===== src/rtl/ttta_pkg.sv =====
// ----------------------------------------------------------------------------
// ttta_pkg
// Shared types and constants of the transaction table with id allocation.
// ----------------------------------------------------------------------------
package ttta_pkg;

  localparam int ENTRIES  = 16;
  localparam int SLOT_W   = $clog2(ENTRIES);
  localparam int COUNT_W  = $clog2(ENTRIES + 1);
  localparam int SUB_W    = 16;
  localparam int PROTO_W  = 4;
  localparam int TID_W    = 4;
  localparam int CREF_W   = 32;
  localparam int KIND_W   = 3;
  localparam int STATUS_W = 3;
  localparam int HPOS_W   = 3;

  typedef logic [KIND_W-1:0]   kind_t;
  typedef logic [STATUS_W-1:0] status_t;
  typedef logic [SLOT_W-1:0]   slot_t;
  typedef logic [TID_W-1:0]    tid_t;

  // operation codes
  localparam kind_t K_FIND_ID  = 3'd0;
  localparam kind_t K_FIND_REF = 3'd1;
  localparam kind_t K_ALLOC    = 3'd2;
  localparam kind_t K_FREE     = 3'd3;
  localparam kind_t K_ASSIGN   = 3'd4;

  // result status codes
  localparam status_t ST_OK        = 3'd0;
  localparam status_t ST_NOT_FOUND = 3'd1;
  localparam status_t ST_FULL      = 3'd2;
  localparam status_t ST_NO_ID     = 3'd3;
  localparam status_t ST_UNUSED    = 3'd4;

  // circular id search: ids 0..6, flag adds 8
  localparam logic [HPOS_W-1:0] ID_TOP     = 3'd6;
  localparam logic [HPOS_W-1:0] ID_LOW     = 3'd1;
  localparam logic [HPOS_W-1:0] ID_TRY_MAX = 3'd6;

endpackage


===== src/rtl/transaction_table_tid_allocator.sv =====
// Sequence: accept, a walk over every table entry, then the reply; free reads its entry
// before the walk, and assign id adds a start-point search and a circular id search.
// Throughput: one transfer at a time; a new item is taken once the previous
// result has been loaded into the output register.
// Reset: valid bits and entry count cleared at once, no clearing pass; entry
// payloads are not reset.
// ----------------------------------------------------------------------------
// transaction_table_tid_allocator
// Table of call transactions in insertion order with find, allocate, free
// and circular transaction-id assignment, served by one sequenced compare unit.
// ----------------------------------------------------------------------------
module transaction_table_tid_allocator (
  input  logic                            clk,
  input  logic                            rst,
  input  logic                            in_valid,
  output logic                            in_ready,
  input  ttta_pkg::kind_t                 kind,
  input  logic [ttta_pkg::SUB_W-1:0]      subscriber,
  input  logic [ttta_pkg::PROTO_W-1:0]    protocol,
  input  ttta_pkg::tid_t                  tid,
  input  logic                            tid_assigned,
  input  logic [ttta_pkg::CREF_W-1:0]     call_reference,
  input  logic                            flag_side,
  input  ttta_pkg::slot_t                 slot,
  output logic                            out_valid,
  input  logic                            out_ready,
  output ttta_pkg::status_t               status,
  output ttta_pkg::slot_t                 found_slot,
  output ttta_pkg::tid_t                  result_tid,
  output logic                            result_tid_assigned,
  output logic [ttta_pkg::CREF_W-1:0]     result_call_reference
);
  import ttta_pkg::*;

  // Sequencer states
  localparam logic [2:0] S_IDLE   = 3'd0;  // waiting for an input transfer
  localparam logic [2:0] S_SCAN   = 3'd1;  // walk every entry through the compare unit
  localparam logic [2:0] S_FREE   = 3'd2;  // read the entry being freed
  localparam logic [2:0] S_HSRCH  = 3'd3;  // find the start point of the id search
  localparam logic [2:0] S_IDSRCH = 3'd4;  // circular search for a free id
  localparam logic [2:0] S_REPLY  = 3'd5;  // load the output register

  logic [2:0] state;

  // Entry storage: payloads without reset, valid bits and count with reset
  logic [SUB_W-1:0]   e_sub   [ENTRIES];
  logic [PROTO_W-1:0] e_proto [ENTRIES];
  tid_t               e_tid   [ENTRIES];
  logic               e_tid_as[ENTRIES];
  logic [CREF_W-1:0]  e_cref  [ENTRIES];
  slot_t              e_rank  [ENTRIES];
  logic [ENTRIES-1:0] valid;
  logic [COUNT_W-1:0] count;

  // Latched operation
  kind_t              op_kind;
  logic [SUB_W-1:0]   op_sub;
  logic [PROTO_W-1:0] op_proto;
  tid_t               op_tid;
  logic               op_tid_as;
  logic [CREF_W-1:0]  op_cref;
  logic               op_flag;
  slot_t              op_slot;

  // Walk state
  slot_t              idx;
  logic               have;
  slot_t              best_rank;
  slot_t              gone;
  logic [(1 << TID_W)-1:0] used;
  logic [HPOS_W-1:0]  hpos;
  logic [HPOS_W-1:0]  tries;

  // Pending result
  status_t            res_status;
  slot_t              res_slot;
  tid_t               res_tid;
  logic               res_tid_as;
  logic [CREF_W-1:0]  res_cref;

  // Shared compare unit: one entry per cycle, at address idx
  logic               rd_valid;
  logic [SUB_W-1:0]   rd_sub;
  logic [PROTO_W-1:0] rd_proto;
  tid_t               rd_tid;
  logic               rd_tid_as;
  logic [CREF_W-1:0]  rd_cref;
  slot_t              rd_rank;
  logic               key_match;
  logic               id_match;
  logic               ref_match;
  logic               hit;
  logic               take;
  logic               last;
  tid_t               cand_id;
  logic               out_load;

  assign rd_valid  = valid[idx];
  assign rd_sub    = e_sub[idx];
  assign rd_proto  = e_proto[idx];
  assign rd_tid    = e_tid[idx];
  assign rd_tid_as = e_tid_as[idx];
  assign rd_cref   = e_cref[idx];
  assign rd_rank   = e_rank[idx];

  assign key_match = rd_valid && (rd_sub == op_sub) && (rd_proto == op_proto);
  assign id_match  = key_match && (rd_tid_as == op_tid_as) &&
                     (!op_tid_as || (rd_tid == op_tid));
  assign ref_match = rd_valid && (rd_cref == op_cref);
  assign last      = (idx == slot_t'(ENTRIES - 1));
  assign cand_id   = {op_flag, hpos};

  always_comb begin
    hit  = 1'b0;
    take = 1'b0;
    case (op_kind)
      K_FIND_ID: begin
        hit  = id_match;
        take = hit && (!have || (rd_rank < best_rank));
      end
      K_FIND_REF: begin
        hit  = ref_match;
        take = hit && (!have || (rd_rank < best_rank));
      end
      K_ALLOC: begin
        // lowest-numbered free slot wins
        hit  = !rd_valid;
        take = hit && !have;
      end
      default: begin
        hit  = 1'b0;
        take = 1'b0;
      end
    endcase
  end

  assign in_ready = (state == S_IDLE);
  assign out_load = (state == S_REPLY) && (!out_valid || out_ready);

  // Sequencer and control state
  always_ff @(posedge clk) begin
    if (rst) begin
      state     <= S_IDLE;
      valid     <= '0;
      count     <= '0;
      out_valid <= 1'b0;
    end else begin
      if (out_load) begin
        out_valid <= 1'b1;
      end else if (out_ready) begin
        out_valid <= 1'b0;
      end

      unique case (state)
        S_IDLE: begin
          if (in_valid) begin
            case (kind) inside
              K_FIND_ID, K_FIND_REF, K_ALLOC, K_ASSIGN: state <= S_SCAN;
              K_FREE:                                   state <= S_FREE;
              default:                                  state <= S_REPLY;
            endcase
          end
        end
        S_SCAN: begin
          if (last) begin
            state <= (op_kind == K_ASSIGN) ? S_HSRCH : S_REPLY;
          end
        end
        S_FREE: begin
          if (rd_valid) begin
            // drop the entry now; the walk closes the gap in the ranks
            valid[idx] <= 1'b0;
            if (count != '0) begin
              count <= count - COUNT_W'(1);
            end
            state <= S_SCAN;
          end else begin
            state <= S_REPLY;
          end
        end
        S_HSRCH: begin
          if (used[cand_id] || (hpos == ID_LOW)) begin
            state <= S_IDSRCH;
          end
        end
        S_IDSRCH: begin
          if (!used[cand_id] || (tries == ID_TRY_MAX)) begin
            state <= S_REPLY;
          end
        end
        S_REPLY: begin
          if (out_load) begin
            if ((op_kind == K_ALLOC) && (res_status == ST_OK)) begin
              valid[res_slot] <= 1'b1;
              count           <= count + COUNT_W'(1);
            end
            state <= S_IDLE;
          end
        end
        default: state <= S_IDLE;
      endcase
    end
  end

  // Operation latch, walk registers and pending result (no reset needed)
  always_ff @(posedge clk) begin
    unique case (state)
      S_IDLE: begin
        op_kind    <= kind;
        op_sub     <= subscriber;
        op_proto   <= protocol;
        op_tid     <= tid;
        op_tid_as  <= tid_assigned;
        op_cref    <= call_reference;
        op_flag    <= flag_side;
        op_slot    <= slot;
        idx        <= (kind == K_FREE) ? slot : '0;
        have       <= 1'b0;
        best_rank  <= '0;
        used       <= '0;
        hpos       <= ID_TOP;
        tries      <= '0;
        res_status <= ST_NOT_FOUND;
        res_slot   <= '0;
        res_tid    <= '0;
        res_tid_as <= 1'b0;
        res_cref   <= '0;
      end
      S_SCAN: begin
        idx <= idx + slot_t'(1);
        if (take) begin
          have      <= 1'b1;
          best_rank <= rd_rank;
          res_slot  <= idx;
          res_tid   <= rd_tid;
          res_tid_as <= rd_tid_as;
          res_cref  <= rd_cref;
        end
        if ((op_kind == K_ASSIGN) && key_match && rd_tid_as) begin
          used[rd_tid] <= 1'b1;
        end
        if (last) begin
          case (op_kind) inside
            K_FIND_ID, K_FIND_REF: begin
              res_status <= (have || take) ? ST_OK : ST_NOT_FOUND;
            end
            K_ALLOC: begin
              if (have || take) begin
                res_status <= ST_OK;
                res_tid    <= op_tid;
                res_tid_as <= op_tid_as;
                res_cref   <= op_cref;
              end else begin
                res_status <= ST_FULL;
              end
            end
            default: begin
              // free keeps the result taken at the read; assign id goes on
            end
          endcase
        end
      end
      S_FREE: begin
        res_slot <= op_slot;
        idx      <= '0;
        gone     <= rd_rank;
        if (rd_valid) begin
          res_status <= ST_OK;
          res_tid    <= rd_tid;
          res_tid_as <= rd_tid_as;
          res_cref   <= rd_cref;
        end else begin
          res_status <= ST_UNUSED;
        end
      end
      S_HSRCH: begin
        if (!used[cand_id]) begin
          // no id in use down to 1: start from 0
          hpos <= (hpos == ID_LOW) ? '0 : hpos - HPOS_W'(1);
        end
      end
      S_IDSRCH: begin
        if (!used[cand_id]) begin
          res_status <= ST_OK;
          res_tid    <= cand_id;
          res_tid_as <= 1'b1;
        end else if (tries == ID_TRY_MAX) begin
          res_status <= ST_NO_ID;
        end else begin
          hpos  <= (hpos == ID_TOP) ? '0 : hpos + HPOS_W'(1);
          tries <= tries + HPOS_W'(1);
        end
      end
      S_REPLY: begin
        if (out_load) begin
          status                <= res_status;
          found_slot            <= res_slot;
          result_tid            <= res_tid;
          result_tid_assigned   <= res_tid_as;
          result_call_reference <= res_cref;
        end
      end
      default: begin
      end
    endcase
  end

  // Entry payload writes: rank repair during the free walk, new entry on reply
  always_ff @(posedge clk) begin
    if ((state == S_SCAN) && (op_kind == K_FREE) && rd_valid && (rd_rank > gone)) begin
      e_rank[idx] <= rd_rank - slot_t'(1);
    end
    if (out_load && (op_kind == K_ALLOC) && (res_status == ST_OK)) begin
      e_sub[res_slot]    <= op_sub;
      e_proto[res_slot]  <= op_proto;
      e_tid[res_slot]    <= op_tid;
      e_tid_as[res_slot] <= op_tid_as;
      e_cref[res_slot]   <= op_cref;
      e_rank[res_slot]   <= count[SLOT_W-1:0];
    end
  end

endmodule


===== config.mk =====
export PLATFORM = sky130hd
export DESIGN_NAME = transaction_table_tid_allocator
export DESIGN_NICKNAME = d
export VERILOG_FILES = /design/src/rtl/ttta_pkg.sv /design/src/rtl/transaction_table_tid_allocator.sv
export SDC_FILE = /design/constraint.sdc
export NUM_CORES = 1
export LEC_CHECK = 0
export ABC_CLOCK_PERIOD_IN_PS = 9300
export BUFFER_PORTS_ARGS = -buffer_cell sky130_fd_sc_hd__buf_2
export CELL_PAD_IN_SITES_DETAIL_PLACEMENT = 0
export CELL_PAD_IN_SITES_GLOBAL_PLACEMENT = 1
export CORE_MARGIN = 2
export CORE_UTILIZATION = 30
export DETAILED_ROUTE_END_ITERATION = 6
export PLACE_DENSITY_LB_ADDON = 0.1
export SETUP_SLACK_MARGIN = 0.3
export SLEW_MARGIN = 20
export SYNTH_ARGS = -nofsm -noshare
export SYNTH_HDL_FRONTEND = slang
export SYNTH_SLANG_ARGS = --single-unit

===== constraint.sdc =====
create_clock -name clk -period 9.3 [get_ports clk]
set_clock_uncertainty 0.15 [all_clocks]
set_input_delay 0.465 -clock clk [delete_from_list [all_inputs] [get_ports clk]]
set_output_delay 0.465 -clock clk [all_outputs]
set_load 0.1 [all_outputs]

== Word-level counts from Yosys, hierarchy flattened ==
Memories as Yosys holds them, arrays and structs flattened. A register that Yosys moved wholly into a read port is not among the register bits.
Cells that the tools add are included.
Operators by class
  add/subtract/negate cells: 7
  $mul: 0
  divide/modulo/power cells: 0
  magnitude comparators: 9
  eq/ne operators: 38
  shifts and indexed selects: 0
  mux-type cells: 96
  bitwise gates (word level): 4
  reduce and logical (&&, ||, !) cells: 58
Operators with widths (count)
  32-bit 2-to-1 mux: 6
  32-bit one-hot mux with 3 select lines: 1
  4-bit 2-to-1 mux: 18
  3-bit 2-to-1 mux: 22
  16-bit 2-to-1 mux: 4
  16-bit one-hot mux with 2 select lines: 2
  32-bit == test: 1
  16-bit OR: 2
  2-bit != test (second input constant): 13
  4-bit one-hot mux with 3 select lines: 2
  1-bit 2-to-1 mux: 21
  1-bit logical AND: 20
  4-bit by 5-bit < comparator with 1-bit output (second input constant): 4
  5-bit 2-to-1 mux: 4
  3-bit by 2-bit == test with 1-bit output (second input constant): 6
  3-bit == test (second input constant): 6
  3-bit one-hot mux with 6 select lines: 1
  16-bit bitwise AND: 1
  16-bit == test: 1
  16-bit inverter: 1
  4-bit one-hot mux with 4 select lines: 1
  1-bit demux with 4-bit select: 3
  3-bit by 1-bit == test with 1-bit output (second input constant): 4
  4-bit by 1-bit >= comparator with 1-bit output (second input constant): 3
  37 further kinds: 65
Storage, ports and cells
  bits in registers: 213
  latch bits: 0
  RAM bits: 976
  memory bits (read-only): 0
  output and inout port bits: 46
  memories kept: 6
Memories
  e_cref: depth 16, width 32, rd ports 1, clocked after memory_dff 1, wr ports 1, line transaction_table_tid_allocator.sv:50  | logic [CREF_W-1:0] e_cref [ENTRIES];
  e_sub: depth 16, width 16, rd ports 1, clocked after memory_dff 1, wr ports 1, line transaction_table_tid_allocator.sv:46  | logic [SUB_W-1:0] e_sub [ENTRIES];
  e_proto: depth 16, width 4, rd ports 1, clocked after memory_dff 1, wr ports 1, line transaction_table_tid_allocator.sv:47  | logic [PROTO_W-1:0] e_proto [ENTRIES];
  e_rank: depth 16, width 4, rd ports 1, clocked after memory_dff 1, wr ports 1, line transaction_table_tid_allocator.sv:51  | slot_t e_rank [ENTRIES];
  e_tid: depth 16, width 4, rd ports 1, clocked after memory_dff 1, wr ports 1, line transaction_table_tid_allocator.sv:48  | tid_t e_tid [ENTRIES];
  e_tid_as: depth 16, width 1, rd ports 1, clocked after memory_dff 1, wr ports 1, line transaction_table_tid_allocator.sv:49  | logic e_tid_as[ENTRIES];

== Depth between registers and ports, before layout ==
Gate-level depths: netlist of the first run.
  depth after elaboration: 14
  gate-level depth with buffers: 19

== Worst setup path before layout of the first run ==
No wires, ideal clock.
  path type: reg-to-reg
  start point: register op_kind[0]
  end point: memory e_cref[12][0] (enable)
  library setup time: 544 ps
  arrival time: 5846 ps
  path slack: 2760 ps
  stages on the path, launching flop included: 8
  path buffers: 1
  period minus slack after synthesis: 6540 ps
  cell sequence: edfxtp_1 nor2_1 nand2_1 or4_1 or3_1 clkbuf_1 or2_2 nor3_1
Between the ends
  cells in the longest elaborated chain, start to end: 5
RTL lines
  start: declaration: line transaction_table_tid_allocator.sv:56  | kind_t op_kind;
  start signal: assignment: line transaction_table_tid_allocator.sv:209  | op_kind <= kind;
  3-bit by 2-bit == test with 1-bit output: line transaction_table_tid_allocator.sv:313  | if (out_load && (op_kind == K_ALLOC) && (res_status == ST_OK)) begin
  1-bit logical AND (2 in series): line transaction_table_tid_allocator.sv:313
  1-bit 2-to-1 mux: line transaction_table_tid_allocator.sv:313
  1-bit 2-to-1 mux (not written as such): line transaction_table_tid_allocator.sv:318  | e_cref[res_slot] <= op_cref;
  end: declaration: line transaction_table_tid_allocator.sv:50
Every way passes these cells.

==> results.txt, run 1 <==
Cts bufs inserted: 142
P per Cell Area: 321.4 nW/um^2
Per-instance average area after synthesis: 18.19 sq um
Aggregate global-route resource usage: 18.67%
Top cells by count, synth: edfxtp_1 (1,164), mux2i_1 (199), mux4_2 (171), nor2_1 (145), nand2_1 (108)
Number of buffers added on ports: 114
Slew @ Worst Pin: 1.099 ns
Async set-or-reset flop fraction in the synthesized netlist: 0%
Worst hold stages: 2
Starting density of the core: 30.25%
Kind of start point of the critical path: flop
Accumulated negative setup slack: 0 ns
Register area share after synthesis: 73.00%
Clk pin slew, worst setup/hold paths: 0.06 ns
Share of cells above drive strength 1: 20.58%
CTS tree: done
Core Region: 160,900 sq um
Vias per Instance: 5.095
Count of TritonRoute iterations in the first routing pass: 6
Type of the worst min-delay path: in -> reg
Initial DRC count: 2,305
Clock tree root buffer cell: clkbuf_16
Final worst-path cycle share: 64.68%
Combinational family with the most area after synthesis: multiplexers
P&R area growth vs syn: 16.97%
Summed area of non-filler cells in the final layout: 56,940 sq um
Top post-synthesis cells by area: edfxtp_1 (72%), mux4_2 (7.9%), mux2i_1 (4.1%)
Yosys warns: 0
Die span in x: 406.8 microns
Via count: 26,540
Most frequent cell after synthesis: edfxtp_1
Complex-gate fraction of the synthesized area: 5.205%
Data arrival time of the worst path: 6.37 ns
Largest voltage drop on the vdd net: 0.1984 mV
Full die area: 165,500 sq um
Type of the worst setup path: reg -> reg
Arithmetic-cell share of the synthesized area counting full adders, half adders and majority gates: 0.5809%
Residual DRC: 0
Met2 routed wirelength: 74,190 microns
Number of cells produced by synthesis: 2,676
Remaining global-route overflow: 0
Antenna viol nets, final: 0
Layout net count: 3,036
Detail Route met3 WL: 6500 microns
Post-synthesis instance area: 48,680 sq um
Number of synthesized register bits: 1,193
Count of final hold-check violations: 0
Worst-path fanout max: 69
Top-Level Pins: 115
Final setup fails: 0
Std cell rows: 147
Pin count of the biggest net entering global routing: 70
Weighted congestion at the end of routability-driven global placement: 0.8172
H-tree levels: 4
Utilization after layout: 35.38%
HPWL after DPL: 89,750 microns
Hold_buf cts: 68
Max Clock Freq: 166.2 MHz
Antenna violations before repair: 6
Maximum clock path buffer count: 3
WP data required: 9.65 ns
Clk Latency, worst-skew pair: 0.77 ns
Yosys top cell area share: 71.80%
Hold_ws: 0.2420 ns
Main synth FF type: edfxtp_1
Clock sink total: 1,193
Sort of element at the end of the critical path: flop
Synthesized-area fraction occupied by xor and xnor cells: 1.062%
Dominant cell type by area after synthesis: edfxtp_1
Die boundary height: 406.8 microns
Post-synthesis simple-gate area fraction: 5.146%
WL per Instance: 29.57 microns
Met1 Wirelength: 70,340 microns
Slew Limit Fails: 0
Placed instance area: 51,890 sq um
Reported leakage power: 18.15 nW
First-pass GRT wire length: 215,500 microns
Max transition margin: 26.73%
Max capacitance violation total: 0
Count of distinct cell types in the synthesized netlist: 88
Setup repair after global routing missed its margin: false
Gates resized, CTS repair: 0
Number of nets in the synthesized netlist: 2,767
Register-to-register setup slack: 3.28 ns
Outcome: complete, no violations
Vias in the first global route: 27,540
Multiplexer area fraction after synthesis: 12.95%
Final total power: 18.30 mW
Post-CTS Setup Bufs: 0
Count of flip-flops with a built-in enable after synthesis: 1,164
Final min period: 6.015 ns
Cell depth of the worst flop-to-flop path: 12
Top routing layer in use: met4
Final wirelength: 154,000 microns
## logic make-up after synthesis
group / after synthesis
flip-flops: 1193
AND/OR/NAND/NOR: 497
multiplexers: 403
AO/OA/AOI/OAI: 339
buffers and inverters: 163
XOR/XNOR: 59
adder cells (fa/ha/maj): 22
## stage by stage
stage / instances / worst slack (ns)
floorplan: 2676 / 2.760
global placement: 4893 / 3.251
detailed placement: 4893 / 3.218
CTS: 5206 / 3.206
global route: 5206 / 2.989
finish: 5208 / 3.285
## layer usage
layer  vias up  global-route usage (%)
met3       173                   2.611
li1      11430                       -
met2       694                   30.79
met4         0                   4.626
met5         -                       0
met1     14240                   25.96
## sequential cells by signal, summed over array words and instances, names as in the netlist, 4 cells and up, named ones only
register	cells
e_cref	512
e_sub	256
e_proto	64
e_rank	64
e_tid	64
op_cref	32
res_cref	32
result_call_reference	32
e_tid_as	16
op_sub	16
used	16
valid	16
count	5
best_rank	4
found_slot	4
gone	4
idx	4
op_proto	4
op_slot	4
op_tid	4
res_slot	4
res_tid	4
result_tid	4
## critical path, stage by stage (launching register included)
cell and delay, ns:
dfxtp_4 0.87, buf_12 0.46, and2_1 0.94, a221oi_1 0.21
o21ai_0 0.22, nand2_1 0.16, xor2_1 0.24, or4b_1 0.69
or3_1 0.37, o32ai_2 0.39, nor3_4 0.11, buf_4 0.35
a221o_1 0.42
## final timing paths
check | startpoint | end
worst max-delay path | flop | res_cref[12]$_DFFE_PP_
worst min-delay path | call_reference[31] | op_cref[31]$_DFFE_PP_
worst max register to register | flop | res_cref[12]$_DFFE_PP_
worst min register to register | valid[2]$_SDFFE_PP0P_ | valid[2]$_SDFFE_PP0P_
## cell usage in the layout (no fill, tap or decap), drive strengths merged, types with 6 or more instances in the layout
cell type,synthesis,layout
ha,21,21
bufinv,0,6
nand2b,20,20
a221o,45,45
a31oi,8,8
xor2,23,23
o2111ai,6,6
and3,13,13
a221oi,27,27
or3,9,9
mux2,27,27
clkbuf,38,178
nor2,148,148
edfxtp,1164,1164
a311oi,8,8
nand2,108,108
o21ai,39,39
a21oi,62,62
a211oi,6,6
xnor2,36,36
clkinv,2,54
nor2b,23,23
o211ai,11,11
a211o,7,7
nand4,13,13
dfxtp,29,29
nand3,27,27
mux2i,199,199
and2,50,50
a22o,17,17
nor4,18,18
nor3,30,30
mux4,177,177
dlygate4sd3,0,68
o22ai,23,23
inv,26,30
buf,97,192
a22oi,39,39
## final cells by class
type	count	area (sq um)
Antenna cell	2	5.005
Timing Repair Buffer	260	1912
Fill cell	15070	104000
Inverter	28	107.6
Sequential cell	1193	35550
Clock inverter	67	579.3
Multi-Input combinational cell	1320	12300
Clock buffer	178	3784
Tap cell	2160	2703
## report_power, final
group          switching [mW]  internal, mW
Combinational            3.51          1.83
Sequential              0.778          6.92
Clock                    2.21          3.05
(Power assumes the default switching activity.)
==> run 2: changes to the inputs <==
--- a/config.mk
+++ b/config.mk
@@ -5,7 +5,7 @@
 export SDC_FILE = /design/constraint.sdc
 export NUM_CORES = 1
 export LEC_CHECK = 0
-export ABC_CLOCK_PERIOD_IN_PS = 9300
+export ABC_CLOCK_PERIOD_IN_PS = 5450
 export BUFFER_PORTS_ARGS = -buffer_cell sky130_fd_sc_hd__buf_2
 export CELL_PAD_IN_SITES_DETAIL_PLACEMENT = 0
 export CELL_PAD_IN_SITES_GLOBAL_PLACEMENT = 1
==> constraint.sdc (replaced) <==
create_clock -name clk -period 5.45 [get_ports clk]
set_clock_uncertainty 0.15 [all_clocks]
set_input_delay 0.2725 -clock clk [delete_from_list [all_inputs] [get_ports clk]]
set_output_delay 0.2725 -clock clk [all_outputs]
set_load 0.1 [all_outputs]
==> results.txt, run 2 (synthesis results as in run 1) <==
Clock tree root buffer cell: clkbuf_16
Reported leakage power: 18.75 nW
Outcome: complete, no violations
Slew Limit Fails: 0
Final min period: 5.001 ns
Antenna viol nets, final: 0
Sort of element at the end of the critical path: flop
Cts bufs inserted: 140
Max transition margin: 27.79%
Via count: 26,870
Count of final hold-check violations: 0
Register with the most flip-flops: e_cref
Type of the worst setup path: reg -> reg
Most common library cell in the layout ignoring fill and taps: edfxtp_1
Die span in x: 406.8 microns
Final setup fails: 0
Vias in the first global route: 27,900
Max FFs per register: 512
Max capacitance violation total: 0
Share of cells above drive strength 1: 22.36%
Clk Latency, worst-skew pair: 0.78 ns
Number of cells after detailed placement: 4,969
Std cell rows: 147
Slew @ Worst Pin: 1.081 ns
CP Buf/Inv Count: 3
Final total power: 31.83 mW
Kind of start point of the critical path: flop
P&R area growth vs syn: 19.51%
Count of TritonRoute iterations in the first routing pass: 6
Family with the most delay on the worst path: compound AO/OA/AOI/OAI gates
Residual DRC: 0
Clock sink total: 1,193
Area of all sequential standard cells: 35,550 sq um
Accumulated negative setup slack: 0 ns
Remaining global-route overflow: 0
P per Cell Area: 547.1 nW/um^2
Data arrival time of the worst path: 5.38 ns
Top-Level Pins: 115
Full die area: 165,500 sq um
Max Clock Freq: 200.0 MHz
Number of fillers in the final layout: 15,010
Antenna violations before repair: 4
Worst-path cell chain: buf_4 > mux4_2 > o22ai_1 > nor2b_1 > a2111oi_1 > buf_4 > nand4_1 > or4_1 > o32ai_2 > nor3_4 > buf_12 > a221o_1
Leading cell types in the layout, fill and taps excluded: edfxtp_1 (1,164), mux2i_1 (199), mux4_2 (171)
Maximum clock path buffer count: 3
Setup slack after placement: 0.1617 ns
Layout net count: 3,125
Die boundary height: 406.8 microns
Final wirelength: 154,800 microns
Clk pin slew, worst setup/hold paths: 0.06 ns
Crit path top cell by count: buf_4
WL per Instance: 29.22 microns
Setup repair after global routing missed its margin: false
H-tree levels: 4
HPWL after DPL: 92,510 microns
Weighted congestion at the end of routability-driven global placement: 0.7660
Largest voltage drop on the vdd net: 0.3289 mV
Registers with the most flip-flops: e_cref: 512 flops, e_sub: 256 flops
Initial DRC count: 2,128
Maximum single-stage delay on the critical path: 0.68 ns
Vias per Instance: 5.073
Number of buffers added on ports: 114
Area occupied by multi-input gates: 12,310 sq um
Non-filler cells, final: 5,297
Final worst-path cycle share: 91.76%
First-pass GRT wire length: 216,900 microns
Type of the worst min-delay path: in -> reg
Post-route setup slack: 0.4488 ns
Slowest cell on the critical path: dfxtp_4
Starting density of the core: 30.25%
Worst-path fanout max: 20
Core Region: 160,900 sq um
Pin count of the biggest net entering global routing: 59
Aggregate global-route resource usage: 18.82%
CTS tree: done
WP data required: 5.83 ns
==> run 2: worst register-to-register path, cell delays in order, from the launching register on <==
cell	delay [ns]
dfxtp_4	0.68
buf_4	0.30
mux4_2	0.52
o22ai_1	0.46
nor2b_1	0.14
a2111oi_1	0.60
buf_4	0.20
nand4_1	0.10
or4_1	0.61
o32ai_2	0.31
nor3_4	0.11
buf_12	0.19
a221o_1	0.42
==> run 2: routing by layer <==
| layer | up-vias | track usage [%] | wire (microns) |
|---|---|---|---|
| li1 | 11610 | - | - |
| met1 | 14320 | 25.99 | 69820 |
| met2 | 751 | 30.67 | 74420 |
| met3 | 194 | 2.941 | 6901 |
| met4 | 0 | 5.361 | 3619 |
| met5 | - | 0 | 0 |
==> run 2: layout make-up <==
| class | count | share of cell area (%) |
|---|---|---|
| Tap cell | 2160 | 4.646 |
| Multi-Input combinational cell | 1320 | 21.17 |
| Clock inverter | 72 | 1.176 |
| Antenna cell | 2 | 0.008603 |
| Sequential cell | 1193 | 61.11 |
| Inverter | 28 | 0.1850 |
| Clock buffer | 171 | 6.349 |
| Timing Repair Buffer | 351 | 5.364 |
==> run 2: worst paths after layout <==
kind / start / to / slack, ns / cells after the start
setup reg to reg: flop / res_cref[11]$_DFFE_PP_ / 0.45 / 12
setup / recovery: flop / res_cref[11]$_DFFE_PP_ / 0.45 / 12
hold / removal: call_reference[25] / op_cref[25]$_DFFE_PP_ / 0.06 / 2
hold reg to reg: res_status[0]$_DFFE_PP_ / status[0]$_DFFE_PP_ / 0.30 / 0
==> run 2: through the flow <==
step                instance area (sq um)  utilization (%)  hold slack (ns)
CTS                                 58170            36.14         0.002633
global route                        58170            36.15          0.03213
global placement                    52890            32.86           0.2913
finish                              58180            36.15          0.05874
floorplan                           48710                -           0.2214
detailed placement                  52950            32.90           0.2926
==> run 2: where the power goes <==
group	switching (mW)	internal, mW	total (mW)
combinational	6.06	3.56	9.62
sequential	1.32	11.8	13.1
clock	3.80	5.29	9.09
total	11.2	20.7	31.8
==> run 2: repair_timing <==
item | in CTS | in global routing
resized for setup | 0 | 1
endpoints found under the setup margin | 41 | 5
endpoints found under the hold margin | 106 | 0
setup buffers | 1 | 0
hold buffers | 82 | 0
==> run 3: changes to the inputs <==
--- a/config.mk
+++ b/config.mk
@@ -5,6 +5,7 @@
 export SDC_FILE = /design/constraint.sdc
 export NUM_CORES = 1
 export LEC_CHECK = 0
+export ABC_AREA = 1
 export ABC_CLOCK_PERIOD_IN_PS = 5450
 export BUFFER_PORTS_ARGS = -buffer_cell sky130_fd_sc_hd__buf_2
 export CELL_PAD_IN_SITES_DETAIL_PLACEMENT = 0
@@ -13,6 +14,7 @@
 export CORE_UTILIZATION = 30
 export DETAILED_ROUTE_END_ITERATION = 6
 export PLACE_DENSITY_LB_ADDON = 0.1
+export RECOVER_POWER = 25
 export SETUP_SLACK_MARGIN = 0.3
 export SLEW_MARGIN = 20
 export SYNTH_ARGS = -nofsm -noshare
==> results.txt, run 3 <==
P per Cell Area: 537.9 nW/um^2
Slew @ Worst Pin: 1.107 ns
Register with the most flip-flops: e_cref
Number of cells produced by synthesis: 4,603
Worst-path fanout max: 76
Initial DRC count: 2,440
Clock sink total: 1,193
Aggregate global-route resource usage: 19.32%
Antenna violations before repair: 0
Weighted congestion at the end of routability-driven global placement: 0.7628
Type of the worst min-delay path: in -> reg
Via count: 33,760
WP data required: 5.82 ns
Final wirelength: 167,500 microns
Slew Limit Fails: 0
Registers with the most flip-flops: e_cref: 512 flops, e_sub: 256 flops
Count of distinct cell types in the synthesized netlist: 45
Setup slack after placement: 0.7294 ns
Type of the worst setup path: reg -> reg
Pin count of the biggest net entering global routing: 145
Maximum clock path buffer count: 3
Max Clock Freq: 218.0 MHz
Leading cell types in the layout, fill and taps excluded: edfxtp_1 (1,164), nand2_1 (917), nor2_1 (625)
Core Region: 168,900 sq um
Total stage count of the critical path: 23
Yosys warns: 0
CP Buf/Inv Count: 3
Data arrival time of the worst path: 4.96 ns
Final min period: 4.588 ns
Slowest cell on the critical path: dfxtp_4
Family with the most delay on the worst path: simple AND/OR/NAND/NOR gates
Final setup fails: 0
Setup repair after global routing missed its margin: false
Starting density of the core: 30.11%
Sort of element at the end of the critical path: flop
Max FFs per register: 512
Antenna diode count: 0
Number of nets in the synthesized netlist: 4,694
Vias per Instance: 4.729
HPWL after DPL: 88,860 microns
Vias in the first global route: 33,750
Top-Level Pins: 115
Std cell rows: 151
Count of TritonRoute iterations in the first routing pass: 7
Reported leakage power: 21.99 nW
Async set-or-reset flop fraction in the synthesized netlist: 0%
P&R area growth vs syn: 17.32%
Accumulated negative setup slack: 0 ns
Post-route setup slack: 0.8624 ns
Per-instance average area after synthesis: 11.05 sq um
Die span in x: 415.7 microns
Full die area: 172,800 sq um
Layout net count: 4,894
Dominant cell type by area after synthesis: edfxtp_1
Count of flip-flops with a built-in enable after synthesis: 1,164
Final worst-path cycle share: 84.18%
Register area share after synthesis: 69.87%
Yosys top cell area share: 68.72%
Cts bufs inserted: 144
Largest voltage drop on the vdd net: 0.3461 mV
Crit path top cell by count: nand2_1
Residual DRC: 0
Top cells by count, synth: edfxtp_1 (1,164), nand2_1 (917), nor2_1 (632), nand3_1 (546), inv_1 (406)
Top post-synthesis cells by area: edfxtp_1 (69%), nand2_1 (6.8%), nand3_1 (5.4%)
Number of synthesized register bits: 1,193
Worst-path cell chain: buf_12 > buf_4 > nor2_1 > nor2_1 > o21ai_0 > nand3_1 > nand3_1 > nand2_1 > nand2_1 > nand2_1 > inv_2 > nand2_1 > nor2_1 > nand2_1 > nor2_1 > nand2_1 > nand2_1 > nand3_4 > nand3_2 > nand2_8 > nand2_1 > nand3_1 > nand2_1
Number of fillers in the final layout: 16,840
Most common library cell in the layout ignoring fill and taps: edfxtp_1
Clk Latency, worst-skew pair: 0.79 ns
Count of final hold-check violations: 0
Clock tree root buffer cell: clkbuf_16
Die boundary height: 415.7 microns
Utilization after layout: 35.33%
Max capacitance violation total: 0
Main synth FF type: edfxtp_1
CTS tree: done
Maximum single-stage delay on the critical path: 0.50 ns
WL per Instance: 23.47 microns
First-pass GRT wire length: 244,300 microns
Clk pin slew, worst setup/hold paths: 0.06 ns
Kind of start point of the critical path: flop
Outcome: complete, no violations
Remaining global-route overflow: 0
Most frequent cell after synthesis: edfxtp_1
Share of cells above drive strength 1: 8.677%
Cell depth of the worst flop-to-flop path: 23
Number of buffers added on ports: 114
Post-synthesis instance area: 50,860 sq um
H-tree levels: 4
Worst hold stages: 2
Antenna viol nets, final: 0
Max transition margin: 26.02%
run 3: cell count changes after synthesis, sizes merged, moves of 36 or more:
cell / change
a221o: -45
mux2i: -199
mux4: -177
nor2: +484
inv: +386
o211ai: +102
and2: -49
nand3: +521
nand2: +811
buf: +76
o21ai: +310
clkbuf: +36
run 3: area by class of cell:
| type | count | area, sq um | area share (%) |
|---|---|---|---|
| Sequential cell | 1193 | 35550 | 59.58 |
| Multi-Input combinational cell | 2743 | 12640 | 21.18 |
| Clock buffer | 183 | 3877 | 6.498 |
| Tap cell | 2218 | 2775 | 4.651 |
| Timing Repair Buffer | 301 | 2550 | 4.274 |
| Inverter | 420 | 1604 | 2.688 |
| Clock inverter | 81 | 675.6 | 1.132 |
run 3: stage by stage:
| step | instances | area [sq um] | hold slack [ns] | total power, mW |
|---|---|---|---|---|
| final | 7139 | 59670 | 0.06050 | 32.10 |
| after global routing | 7139 | 59670 | 0.02363 | 34.01 |
| after CTS | 7139 | 59700 | 0.001877 | 32.69 |
| after detailed placement | 6793 | 54330 | 0.2946 | 23.12 |
| after global placement | 6793 | 54330 | 0.2916 | 23.15 |
| after floorplan | 4603 | 50860 | 0.2214 | 18.91 |
run 3: worst register-to-register path: stages (launching register included):
cell	delay, ns
dfxtp_4	0.50
buf_12	0.35
buf_4	0.56
nor2_1	0.11
nor2_1	0.09
o21ai_0	0.09
nand3_1	0.08
nand3_1	0.14
nand2_1	0.24
nand2_1	0.19
nand2_1	0.12
inv_2	0.03
nand2_1	0.08
nor2_1	0.04
nand2_1	0.10
nor2_1	0.06
nand2_1	0.07
nand2_1	0.09
nand3_4	0.09
nand3_2	0.43
nand2_8	0.49
nand2_1	0.13
nand3_1	0.08
nand2_1	0.06
run 3: kinds of logic after synthesis:
logic type               after synthesis  synth area share, %
AND/OR/NAND/NOR                     2146                17.44
flip-flops                          1193                69.87
adder cells (fa/ha/maj)               22               0.5560
XOR/XNOR                               7               0.1205
buffers and inverters                667                5.599
AO/OA/AOI/OAI                        568                6.418
run 3: metal layers:
layer | global-route usage [%] | part of all wire [%]
met1 | 26.37 | 46
met2 | 32.43 | 48
met3 | 2.699 | 3.4
met4 | 4.561 | 2.0
met5 | 0 | 0
run 3: repair_timing:
item | in CTS | in global routing
gates resized for setup | 0 | 2
hold buffers | 82 | 0
hold endpoints to repair | 89 | 0
setup buffers | 0 | 0
setup endpoints to repair | 0 | 11
run 3: final timing paths:
path                            slack, ns                     end                     from
worst max-delay path                 0.86  res_cref[27]$_DFFE_PP_                     flop
worst min-delay path                 0.06     op_tid[0]$_DFFE_PP_                   tid[0]
worst max register to register       0.86  res_cref[27]$_DFFE_PP_                     flop
worst min register to register       0.30     status[0]$_DFFE_PP_  res_status[0]$_DFFE_PP_
run 3: report_power, final:
part | internal [mW] | leakage (nW) | switching, mW | total, mW
registers | 11.9 | 10.9 | 1.12 | 13.0
logic | 2.54 | 8.91 | 7.13 | 9.67
clock network | 5.43 | 2.22 | 3.96 | 9.39
